File: config.mk
export PLATFORM = sky130hd
export DESIGN_NAME = audio_level_meter_top_flat
export DESIGN_NICKNAME = d
export VERILOG_FILES = /design/src/hw/rtl/alm_pkg.sv /design/src/hw/rtl/alm_if.sv /design/src/hw/rtl/audio_level_meter_top.sv /design/src/hw/rtl/alm_front.sv /design/src/hw/rtl/alm_queue.sv /design/src/hw/rtl/alm_back.sv /design/src/hw/rtl/alm_div.sv /design/src/flat_wrapper.sv
export SDC_FILE = /design/constraint.sdc
export NUM_CORES = 2
export LEC_CHECK = 0
export ABC_CLOCK_PERIOD_IN_PS = 8830
export BUFFER_PORTS_ARGS = -buffer_cell sky130_fd_sc_hd__clkbuf_2
export CAP_MARGIN = 20
export CORE_MARGIN = 3
export CORE_UTILIZATION = 56
export CTS_CLUSTER_DIAMETER = 100
export DETAILED_ROUTE_END_ITERATION = 10
export GPL_TIMING_DRIVEN = 0
export PLACE_DENSITY = 0.82
export SYNTH_ARGS = -nofsm -noshare
export SYNTH_HDL_FRONTEND = slang
export SYNTH_SLANG_ARGS = --single-unit
File: constraint.sdc
create_clock -name i_clk -period 8.83 [get_ports i_clk]
set_input_delay 0.4415 -clock i_clk [delete_from_list [all_inputs] [get_ports i_clk]]
set_output_delay 0.4415 -clock i_clk [all_outputs]
set_load 0.02 [all_outputs]
File: src/hw/rtl/alm_pkg.sv
`timescale 1ns / 1ps

package alm_pkg;

    localparam int SAMPLE_W    = 24;
    localparam int MAG_W       = 24;
    localparam int TERM_W      = 47;
    localparam int ACC_W       = 64;
    localparam int COUNT_W     = 17;
    localparam int LEVEL_W     = 47;
    localparam int MODE_W      = 2;
    localparam int MAX_SAMPLES = 65536;

    localparam int QUEUE_DEPTH = 4;
    localparam int QPTR_W      = $clog2(QUEUE_DEPTH);
    localparam int QCNT_W      = $clog2(QUEUE_DEPTH + 1);

    localparam int DIV_STEPS   = ACC_W;
    localparam int STEP_W      = $clog2(DIV_STEPS);

    localparam int APB_DATA_W  = 32;
    localparam int APB_ADDR_W  = 3;

    localparam logic [MODE_W-1:0] MODE_MEAN   = 2'd0;
    localparam logic [MODE_W-1:0] MODE_SQUARE = 2'd1;
    localparam logic [MODE_W-1:0] MODE_PEAK   = 2'd2;

    localparam logic OPC_ACCUMULATE = 1'b0;
    localparam logic OPC_READOUT    = 1'b1;

    typedef enum logic [1:0] {
        OP_ACC_MAG = 2'd0,
        OP_ACC_SQ  = 2'd1,
        OP_PEAK    = 2'd2,
        OP_READ    = 2'd3
    } t_op;

    typedef struct packed {
        t_op              op;
        logic [MAG_W-1:0] mag;
    } t_queue_entry;

    typedef struct packed {
        logic [ACC_W-1:0]   dividend;
        logic [COUNT_W-1:0] divisor;
        logic               flag;
    } t_div_req;

endpackage

File: src/hw/rtl/alm_if.sv
`timescale 1ns / 1ps

interface alm_in_if;
    logic                          valid;
    logic                          ready;
    logic                          opcode;
    logic signed [alm_pkg::SAMPLE_W-1:0] sample;

    modport source (output valid, output opcode, output sample, input ready);
    modport sink (input valid, input opcode, input sample, output ready);
endinterface

interface alm_out_if;
    logic                         valid;
    logic                         ready;
    logic [alm_pkg::LEVEL_W-1:0]  level;
    logic [alm_pkg::COUNT_W-1:0]  sample_count;
    logic                         saturated;

    modport source (output valid, output level, output sample_count, output saturated,
                    input ready);
    modport sink (input valid, input level, input sample_count, input saturated,
                  output ready);
endinterface

File: src/hw/rtl/audio_level_meter_top.sv
`timescale 1ns / 1ps

// Audio level meter. Each accumulate item adds one signed 24-bit sample's magnitude, its square
// or its running peak, as the mode register selects, and is taken at one item per clock cycle
// while the four-entry queue between the front and back parts has room. A readout item hands
// the accumulator and the sample count to a restoring divider that produces one quotient bit
// per cycle while it runs and holds its result in the output register; samples that follow it
// keep being accumulated meanwhile, and a second readout waits until the first result has been
// taken from the output register. Samples that arrive in the unused mode 3 are accepted and
// ignored. The mode register lies at byte address 0 and should be written only while idle.

module audio_level_meter_top (
    input  logic                              i_clk,
    input  logic                              i_rst_n,
    alm_in_if.sink                            i_in,
    alm_out_if.source                         o_out,
    input  logic                              psel,
    input  logic                              penable,
    input  logic                              pwrite,
    input  logic [alm_pkg::APB_ADDR_W-1:0]    paddr,
    input  logic [alm_pkg::APB_DATA_W-1:0]    pwdata,
    output logic [alm_pkg::APB_DATA_W-1:0]    prdata,
    output logic                              pready
);

    logic [alm_pkg::MODE_W-1:0] r_mode;
    logic                       push;
    alm_pkg::t_queue_entry      push_entry;
    logic                       q_full;
    logic                       q_valid;
    alm_pkg::t_queue_entry      q_entry;
    logic                       q_pop;
    logic                       req_valid;
    alm_pkg::t_div_req          req;
    logic                       req_ready;
    logic                       reg_sel;

    assign pready  = 1'b1;
    assign reg_sel = (paddr[alm_pkg::APB_ADDR_W-1] == 1'b0);
    assign prdata  = reg_sel ? alm_pkg::APB_DATA_W'(r_mode) : '0;

    always_ff @(posedge i_clk) begin
        if (!i_rst_n) begin
            r_mode <= alm_pkg::MODE_MEAN;
        end else if (psel && penable && pwrite && reg_sel) begin
            r_mode <= pwdata[alm_pkg::MODE_W-1:0];
        end
    end

    alm_front u_front (
        .i_in         (i_in),
        .i_mode       (r_mode),
        .i_queue_full (q_full),
        .o_push       (push),
        .o_entry      (push_entry)
    );

    alm_queue u_queue (
        .i_clk   (i_clk),
        .i_rst_n (i_rst_n),
        .i_push  (push),
        .i_entry (push_entry),
        .i_pop   (q_pop),
        .o_full  (q_full),
        .o_valid (q_valid),
        .o_entry (q_entry)
    );

    alm_back u_back (
        .i_clk       (i_clk),
        .i_rst_n     (i_rst_n),
        .i_q_valid   (q_valid),
        .i_q_entry   (q_entry),
        .o_q_pop     (q_pop),
        .o_req_valid (req_valid),
        .o_req       (req),
        .i_req_ready (req_ready)
    );

    alm_div u_div (
        .i_clk       (i_clk),
        .i_rst_n     (i_rst_n),
        .i_req_valid (req_valid),
        .i_req       (req),
        .o_req_ready (req_ready),
        .o_out       (o_out)
    );

endmodule

File: src/hw/rtl/alm_front.sv
`timescale 1ns / 1ps

module alm_front (
    alm_in_if.sink                    i_in,
    input  logic [alm_pkg::MODE_W-1:0] i_mode,
    input  logic                      i_queue_full,
    output logic                      o_push,
    output alm_pkg::t_queue_entry     o_entry
);

    logic [alm_pkg::MAG_W-1:0] mag;
    logic                      keep;

    always_comb begin
        mag = i_in.sample[alm_pkg::SAMPLE_W-1] ? (~i_in.sample + 1'b1) : i_in.sample;
    end

    always_comb begin
        keep      = 1'b1;
        o_entry.mag = mag;
        o_entry.op  = alm_pkg::OP_READ;
        if (i_in.opcode == alm_pkg::OPC_ACCUMULATE) begin
            unique case (i_mode)
                alm_pkg::MODE_MEAN:   o_entry.op = alm_pkg::OP_ACC_MAG;
                alm_pkg::MODE_SQUARE: o_entry.op = alm_pkg::OP_ACC_SQ;
                alm_pkg::MODE_PEAK:   o_entry.op = alm_pkg::OP_PEAK;
                default:              keep = 1'b0;
            endcase
        end
    end

    assign i_in.ready = !i_queue_full;
    assign o_push     = i_in.valid && !i_queue_full && keep;

endmodule

File: src/hw/rtl/alm_queue.sv
`timescale 1ns / 1ps

module alm_queue (
    input  logic                  i_clk,
    input  logic                  i_rst_n,
    input  logic                  i_push,
    input  alm_pkg::t_queue_entry i_entry,
    input  logic                  i_pop,
    output logic                  o_full,
    output logic                  o_valid,
    output alm_pkg::t_queue_entry o_entry
);

    alm_pkg::t_queue_entry             r_mem [alm_pkg::QUEUE_DEPTH];
    logic [alm_pkg::QPTR_W-1:0]        r_wr_ptr;
    logic [alm_pkg::QPTR_W-1:0]        r_rd_ptr;
    logic [alm_pkg::QCNT_W-1:0]        r_count;
    logic [alm_pkg::QCNT_W-1:0]        n_count;
    logic                              do_push;
    logic                              do_pop;

    assign o_full  = (r_count == alm_pkg::QCNT_W'(alm_pkg::QUEUE_DEPTH));
    assign o_valid = (r_count != '0);
    assign o_entry = r_mem[r_rd_ptr];
    assign do_push = i_push && !o_full;
    assign do_pop  = i_pop && o_valid;

    always_comb begin
        n_count = r_count;
        if (do_push && !do_pop) begin
            n_count = r_count + 1'b1;
        end else if (do_pop && !do_push) begin
            n_count = r_count - 1'b1;
        end
    end

    always_ff @(posedge i_clk) begin
        if (!i_rst_n) begin
            r_wr_ptr <= '0;
            r_rd_ptr <= '0;
            r_count  <= '0;
        end else begin
            r_count <= n_count;
            if (do_push) begin
                r_wr_ptr <= r_wr_ptr + 1'b1;
            end
            if (do_pop) begin
                r_rd_ptr <= r_rd_ptr + 1'b1;
            end
        end
    end

    always_ff @(posedge i_clk) begin
        if (do_push) begin
            r_mem[r_wr_ptr] <= i_entry;
        end
    end

endmodule

File: src/hw/rtl/alm_back.sv
`timescale 1ns / 1ps

module alm_back (
    input  logic                  i_clk,
    input  logic                  i_rst_n,
    input  logic                  i_q_valid,
    input  alm_pkg::t_queue_entry i_q_entry,
    output logic                  o_q_pop,
    output logic                  o_req_valid,
    output alm_pkg::t_div_req     o_req,
    input  logic                  i_req_ready
);

    logic                          r_t_valid;
    alm_pkg::t_op                  r_t_op;
    logic [alm_pkg::TERM_W-1:0]    r_t_term;
    logic [alm_pkg::ACC_W-1:0]     r_acc;
    logic [alm_pkg::COUNT_W-1:0]   r_count;
    logic                          r_flag;
    logic [alm_pkg::ACC_W-1:0]     n_acc;
    logic [alm_pkg::COUNT_W-1:0]   n_count;
    logic                          n_flag;
    logic                          t_adv;
    logic [2*alm_pkg::MAG_W-1:0]   square;
    logic [alm_pkg::ACC_W:0]       sum;

    assign t_adv   = r_t_valid && ((r_t_op != alm_pkg::OP_READ) || i_req_ready);
    assign o_q_pop = i_q_valid && (!r_t_valid || t_adv);

    assign o_req_valid    = r_t_valid && (r_t_op == alm_pkg::OP_READ);
    assign o_req.dividend = r_acc;
    assign o_req.divisor  = r_count;
    assign o_req.flag     = r_flag;

    assign square = i_q_entry.mag * i_q_entry.mag;
    assign sum    = {1'b0, r_acc} + (alm_pkg::ACC_W + 1)'(r_t_term);

    always_comb begin
        n_acc   = r_acc;
        n_count = r_count;
        n_flag  = r_flag;
        if (t_adv) begin
            unique case (r_t_op)
                alm_pkg::OP_ACC_MAG, alm_pkg::OP_ACC_SQ: begin
                    if (r_count >= alm_pkg::COUNT_W'(alm_pkg::MAX_SAMPLES)) begin
                        n_flag = 1'b1;
                    end else begin
                        n_acc   = sum[alm_pkg::ACC_W] ? '1 : sum[alm_pkg::ACC_W-1:0];
                        n_count = r_count + 1'b1;
                    end
                end
                alm_pkg::OP_PEAK: begin
                    if (alm_pkg::ACC_W'(r_t_term) > r_acc) begin
                        n_acc = alm_pkg::ACC_W'(r_t_term);
                    end
                    n_count = alm_pkg::COUNT_W'(1);
                end
                alm_pkg::OP_READ: begin
                    n_acc   = '0;
                    n_count = '0;
                    n_flag  = 1'b0;
                end
                default: begin
                    n_acc = r_acc;
                end
            endcase
        end
    end

    always_ff @(posedge i_clk) begin
        if (!i_rst_n) begin
            r_t_valid <= 1'b0;
            r_acc     <= '0;
            r_count   <= '0;
            r_flag    <= 1'b0;
        end else begin
            r_acc   <= n_acc;
            r_count <= n_count;
            r_flag  <= n_flag;
            if (o_q_pop) begin
                r_t_valid <= 1'b1;
            end else if (t_adv) begin
                r_t_valid <= 1'b0;
            end
        end
    end

    always_ff @(posedge i_clk) begin
        if (o_q_pop) begin
            r_t_op <= i_q_entry.op;
            if (i_q_entry.op == alm_pkg::OP_ACC_SQ) begin
                r_t_term <= square[alm_pkg::TERM_W-1:0];
            end else begin
                r_t_term <= alm_pkg::TERM_W'(i_q_entry.mag);
            end
        end
    end

endmodule

File: src/hw/rtl/alm_div.sv
`timescale 1ns / 1ps

module alm_div (
    input  logic              i_clk,
    input  logic              i_rst_n,
    input  logic              i_req_valid,
    input  alm_pkg::t_div_req i_req,
    output logic              o_req_ready,
    alm_out_if.source         o_out
);

    typedef enum logic [2:0] {
        DIV_IDLE = 3'b001,
        DIV_RUN  = 3'b010,
        DIV_DONE = 3'b100
    } t_div_state;

    t_div_state                    r_state;
    t_div_state                    n_state;
    logic [alm_pkg::STEP_W-1:0]    r_step;
    logic [alm_pkg::ACC_W-1:0]     r_quot;
    logic [alm_pkg::COUNT_W-1:0]   r_rem;
    logic [alm_pkg::COUNT_W-1:0]   r_div;
    logic                          r_flag;
    logic [alm_pkg::LEVEL_W-1:0]   r_level;
    logic [alm_pkg::COUNT_W:0]     partial;
    logic [alm_pkg::COUNT_W:0]     diff;
    logic                          ge;
    logic [alm_pkg::ACC_W-1:0]     n_quot;
    logic [alm_pkg::COUNT_W-1:0]   n_rem;
    logic                          last;

    assign o_req_ready        = (r_state == DIV_IDLE);
    assign o_out.valid        = (r_state == DIV_DONE);
    assign o_out.level        = r_level;
    assign o_out.sample_count = r_div;
    assign o_out.saturated    = r_flag;

    assign partial = {r_rem, r_quot[alm_pkg::ACC_W-1]};
    assign diff    = partial - {1'b0, r_div};
    assign ge      = (partial >= {1'b0, r_div});
    assign n_rem   = ge ? diff[alm_pkg::COUNT_W-1:0] : partial[alm_pkg::COUNT_W-1:0];
    assign n_quot  = {r_quot[alm_pkg::ACC_W-2:0], ge};
    assign last    = (r_step == alm_pkg::STEP_W'(alm_pkg::DIV_STEPS - 1));

    always_comb begin
        n_state = r_state;
        unique case (r_state)
            DIV_IDLE: begin
                if (i_req_valid) begin
                    n_state = DIV_RUN;
                end
            end
            DIV_RUN: begin
                if (last) begin
                    n_state = DIV_DONE;
                end
            end
            DIV_DONE: begin
                if (o_out.ready) begin
                    n_state = DIV_IDLE;
                end
            end
            default: n_state = DIV_IDLE;
        endcase
    end

    always_ff @(posedge i_clk) begin
        if (!i_rst_n) begin
            r_state <= DIV_IDLE;
        end else begin
            r_state <= n_state;
        end
    end

    always_ff @(posedge i_clk) begin
        if (r_state == DIV_IDLE && i_req_valid) begin
            r_quot <= i_req.dividend;
            r_div  <= i_req.divisor;
            r_flag <= i_req.flag;
            r_rem  <= '0;
            r_step <= '0;
        end else if (r_state == DIV_RUN) begin
            r_quot <= n_quot;
            r_rem  <= n_rem;
            r_step <= r_step + 1'b1;
            if (last) begin
                if (r_div == '0) begin
                    r_level <= '0;
                end else if (n_quot[alm_pkg::ACC_W-1:alm_pkg::LEVEL_W] != '0) begin
                    r_level <= '1;
                end else begin
                    r_level <= n_quot[alm_pkg::LEVEL_W-1:0];
                end
            end
        end
    end

endmodule
File: src/flat_wrapper.sv
// flat-port wrapper written by rule: the top's interface ports become plain ports
module audio_level_meter_top_flat 
  (i_clk, i_rst_n, psel, penable, pwrite, paddr, pwdata, prdata, pready, i_in_valid, i_in_opcode, i_in_sample, i_in_ready, o_out_valid, o_out_level, o_out_sample_count, o_out_saturated, o_out_ready);
  alm_in_if i_in_i ();
  alm_out_if o_out_i ();
  input  logic i_clk;
  input  logic i_rst_n;
  input  logic psel;
  input  logic penable;
  input  logic pwrite;
  input  logic [alm_pkg::APB_ADDR_W-1:0] paddr;
  input  logic [alm_pkg::APB_DATA_W-1:0] pwdata;
  output logic [alm_pkg::APB_DATA_W-1:0] prdata;
  output logic pready;
  input wire logic [$bits(i_in_i.valid)-1:0] i_in_valid;
  input wire logic [$bits(i_in_i.opcode)-1:0] i_in_opcode;
  input wire logic [$bits(i_in_i.sample)-1:0] i_in_sample;
  output wire logic [$bits(i_in_i.ready)-1:0] i_in_ready;
  output wire logic [$bits(o_out_i.valid)-1:0] o_out_valid;
  output wire logic [$bits(o_out_i.level)-1:0] o_out_level;
  output wire logic [$bits(o_out_i.sample_count)-1:0] o_out_sample_count;
  output wire logic [$bits(o_out_i.saturated)-1:0] o_out_saturated;
  input wire logic [$bits(o_out_i.ready)-1:0] o_out_ready;
  assign i_in_i.valid = i_in_valid;
  assign i_in_i.opcode = i_in_opcode;
  assign i_in_i.sample = i_in_sample;
  assign i_in_ready = i_in_i.ready;
  assign o_out_valid = o_out_i.valid;
  assign o_out_level = o_out_i.level;
  assign o_out_sample_count = o_out_i.sample_count;
  assign o_out_saturated = o_out_i.saturated;
  assign o_out_i.ready = o_out_ready;
  audio_level_meter_top u_core (.i_clk(i_clk), .i_rst_n(i_rst_n), .i_in(i_in_i), .o_out(o_out_i), .psel(psel), .penable(penable), .pwrite(pwrite), .paddr(paddr), .pwdata(pwdata), .prdata(prdata), .pready(pready));
endmodule
==> flow_summary.yaml <==
synthesis:
  yosys-top-cells-area: "fa_1 23%, edfxtp_1 22%, ha_1 9.3%"
  synth_xor_area_frac: 0.0310
  synth_edf_count: 282
  synth_top_flop_cell: "edfxtp_1"
  yosys_register_bits: 402
  muxShareOfSynthArea: 0.0205
  synth_area_per_cell_sq_um: 9.41
  synth_top_area_frac: 0.228
  synthAdderAreaFrac: 0.321
  ys_types: 85
  synth_compound_area_frac: 0.119
  syn-cell-area_sq_um: 38400
  synth-simple-area-share: 0.128
  async_flop_share: 0
  synth_cells: 4081
  synth_top_family_by_area: "adder cells"
  yosysTopAreaCell: "fa_1"
  synth_warnings: 0
  yosysSeqAreaShare: 0.283
grt:
  grtUsageMet2: 0.484
  groute.usage.overall: 0.296
  gr-usage-met3: 0.0616
  grt_first_pass_wirelength_um: 166000
  grt_pass1_vias: 30800
  gr-usage-met1: 0.379
  top_usage_layer: "met2"
  antenna_found_initial: 2
  grt_max_degree: 39
  overflow: 0
placement:
  dp_hpwl_um: 82200
  dp_slack_ns: -2.27
  place.gp.congestion: 0.993
  port_buffers: 102
worst_setup_path:
  r2r_cells: 30
  critPathRequiredTime_ns: 9.18
  crit_fanout: 10
  critical_path_class: "flop to flop"
  cp.arrival_ns: 8.94
  start_kind: "flop"
  crit_path_top_delay_cell: "fa_1"
  end_kind: "flop"
  cp_slowest_stage_delay_ns: 0.57
timing:
  hold_viol: 0
  slew_headroom: 0.284
  rsz0062_at_grt: "no"
  fin_crit_sh: 0.973
  final_max_slew_viol_count: 0
  layout_setup_ws_ns: 0.240
  setup_viol: 0
  max_freq_ghz: 0.116
  skew_ns: 0.0477
  tightest_slew_ns: 1.07
  fin_crit_ns: 8.59
cts:
  cts.htree.levels: 2
  clk_pin_slew_ns: 0.07
  numCtsBuffers: 45
  root_buffer: "clkbuf_16"
  clk-insertion-delay-late_ns: 0.61
  cts_tree: "built"
  cts_sinks: 402
  ctsLongestPathBuffers: 3
cells_and_area:
  area_delta_synth_final_pct: 9.85
  finish.utilization: 0.625
  n_fill_cell: 5455
  nets: 5065
  diodes: 0
  drive_gt1_frac: 0.0888
die:
  core_area_sq_um: 67500
  dieArea_sq_um: 71700
  ios: 167
  die_x_um: 268
  die_h_um: 268
  rows: 95
  initial_core_util: 0.569
outcome:
  status: "finished, final reports clean"
routing:
  via_per_inst: 5.83
  num_vias: 30300
  ant_nets: 0
  drt_wl_total_um: 105000
  first_pass_iters: 8
  wire_per_inst_um: 20.3
  drc_errors: 0
  drt_iter0_markers: 2811
flow_run:
  cap_violations: 0
min_path:
  min_path_type: "input pin to flop"
  min_path_cells: 1
==> cells by family after synthesis <==
logic type,after synthesis
AOI/OAI and AO/OA,709
and+or+nand+nor,1079
muxes,73
DFF,402
xor gates and xnor gates,136
other,2
buffers and inverters,958
adders and majority gates,722
==> flip-flops by register name, summed over array words and instances (netlist names), named ones only <==
| signal | cells |
|---|---|
| u_core.u_queue.r_wr_ptr | 2 |
| u_core.u_div.r_state | 3 |
| u_core.u_back.r_t_op | 2 |
| u_core.u_div.o_out.level | 47 |
| u_core.u_back.r_t_valid | 1 |
| u_core.u_queue.r_mem | 104 |
| u_core.u_back.r_count | 17 |
| u_core.u_queue.r_rd_ptr | 2 |
| u_core.u_back.r_flag | 1 |
| u_core.r_mode | 2 |
| u_core.u_div.r_step | 6 |
| u_core.u_back.r_t_term | 47 |
| u_core.u_queue.r_count | 3 |
| u_core.u_div.r_rem | 17 |
| u_core.u_div.o_out.sample_count | 17 |
| u_core.u_div.o_out.saturated | 1 |
| u_core.u_back.r_acc | 64 |
| u_core.u_div.r_quot | 64 |
==> metrics by stage <==
stage	std cells	hold slack (ns)	cell area [sq um]	setup TNS, ns
3_3_place_gp	5085	0.425	40100	-71.28
2_1_floorplan	4110	0.409	38500	0
5_1_grt	5185	0.108	42200	0
6_report	5185	0.104	42200	0
3_5_place_dp	5099	0.425	40300	-59.24
4_1_cts	5185	0.0902	42100	0
==> path summary, 6_finish.rpt <==
path                                            from                      endpoint  slack, ns
worst max-delay path                            flop    u_core.u_back.r_t_term[34]       0.24
worst min-delay path                  i_in_sample[0]    u_core.u_queue.r_mem[1][0]       0.10
worst max register to register                  flop    u_core.u_back.r_t_term[34]       0.24
worst min register to register  u_core.u_back.r_flag  u_core.u_div.o_out.saturated       0.45
==> synthesized netlist by cell type (46+ instances only) <==
cell / instances
nor2_1: 307
fa_1: 437
edfxtp_1: 282
dfxtp_1: 120
clkbuf_1: 145
o21ai_0: 203
ha_1: 285
o21a_1: 74
nor3_1: 46
nand2_1: 410
nand3_1: 70
mux2i_1: 47
xor2_1: 58
inv_1: 757
a21oi_1: 146
xnor2_1: 78
==> timing repair <==
| item | 4_1_cts | 5_1_grt |
|---|---|---|
| gates resized for setup | 86 | 46 |
| setup endpoints to repair | 37 | 18 |
| setup buffers | 7 | 0 |
| pin swaps | 0 | 1 |
| hold buffers | 0 | 0 |
==> worst max-delay path, delay by kind of cell, from the launching register on <==
family / cells / cell delay, ns
flip-flops: 1 / 0.41
XOR/XNOR: 1 / 0.20
AO/OA/AOI/OAI: 5 / 1.12
AND/OR/NAND/NOR: 5 / 0.83
adder cells (fa/ha/maj): 8 / 4.08
buffers and inverters: 10 / 1.50
multiplexers: 1 / 0.23
==> layer usage <==
layer,part of all wire,up-vias
met5,0.00012,-
met4,0.056,2
met3,0.097,373
met2,0.46,1586
met1,0.39,14500
li1,-,13800
==> placed cells by master (no fill, tap or decap), drive strengths merged, types with 120 or more instances in the layout <==
cell type	n
edfxtp	282
fa	437
o21ai	211
dfxtp	120
nand2	410
clkbuf	292
a21oi	147
ha	285
nor2	307
inv	757
==> area by class of cell <==
class	instances	area (sq um)	share of cell area
Multi-Input combinational cell	2750	24000	0.570
Sequential cell	402	10900	0.258
Inverter	762	2890	0.0685
Clock buffer	55	1250	0.0295
Tap cell	873	1090	0.0259
Buffer	192	966	0.0229
Timing Repair Buffer	123	766	0.0182
Clock inverter	28	303	0.00718
Power is not shown: default switching activity piles up to over one toggle a cycle in this logic, so the estimate is an artifact.
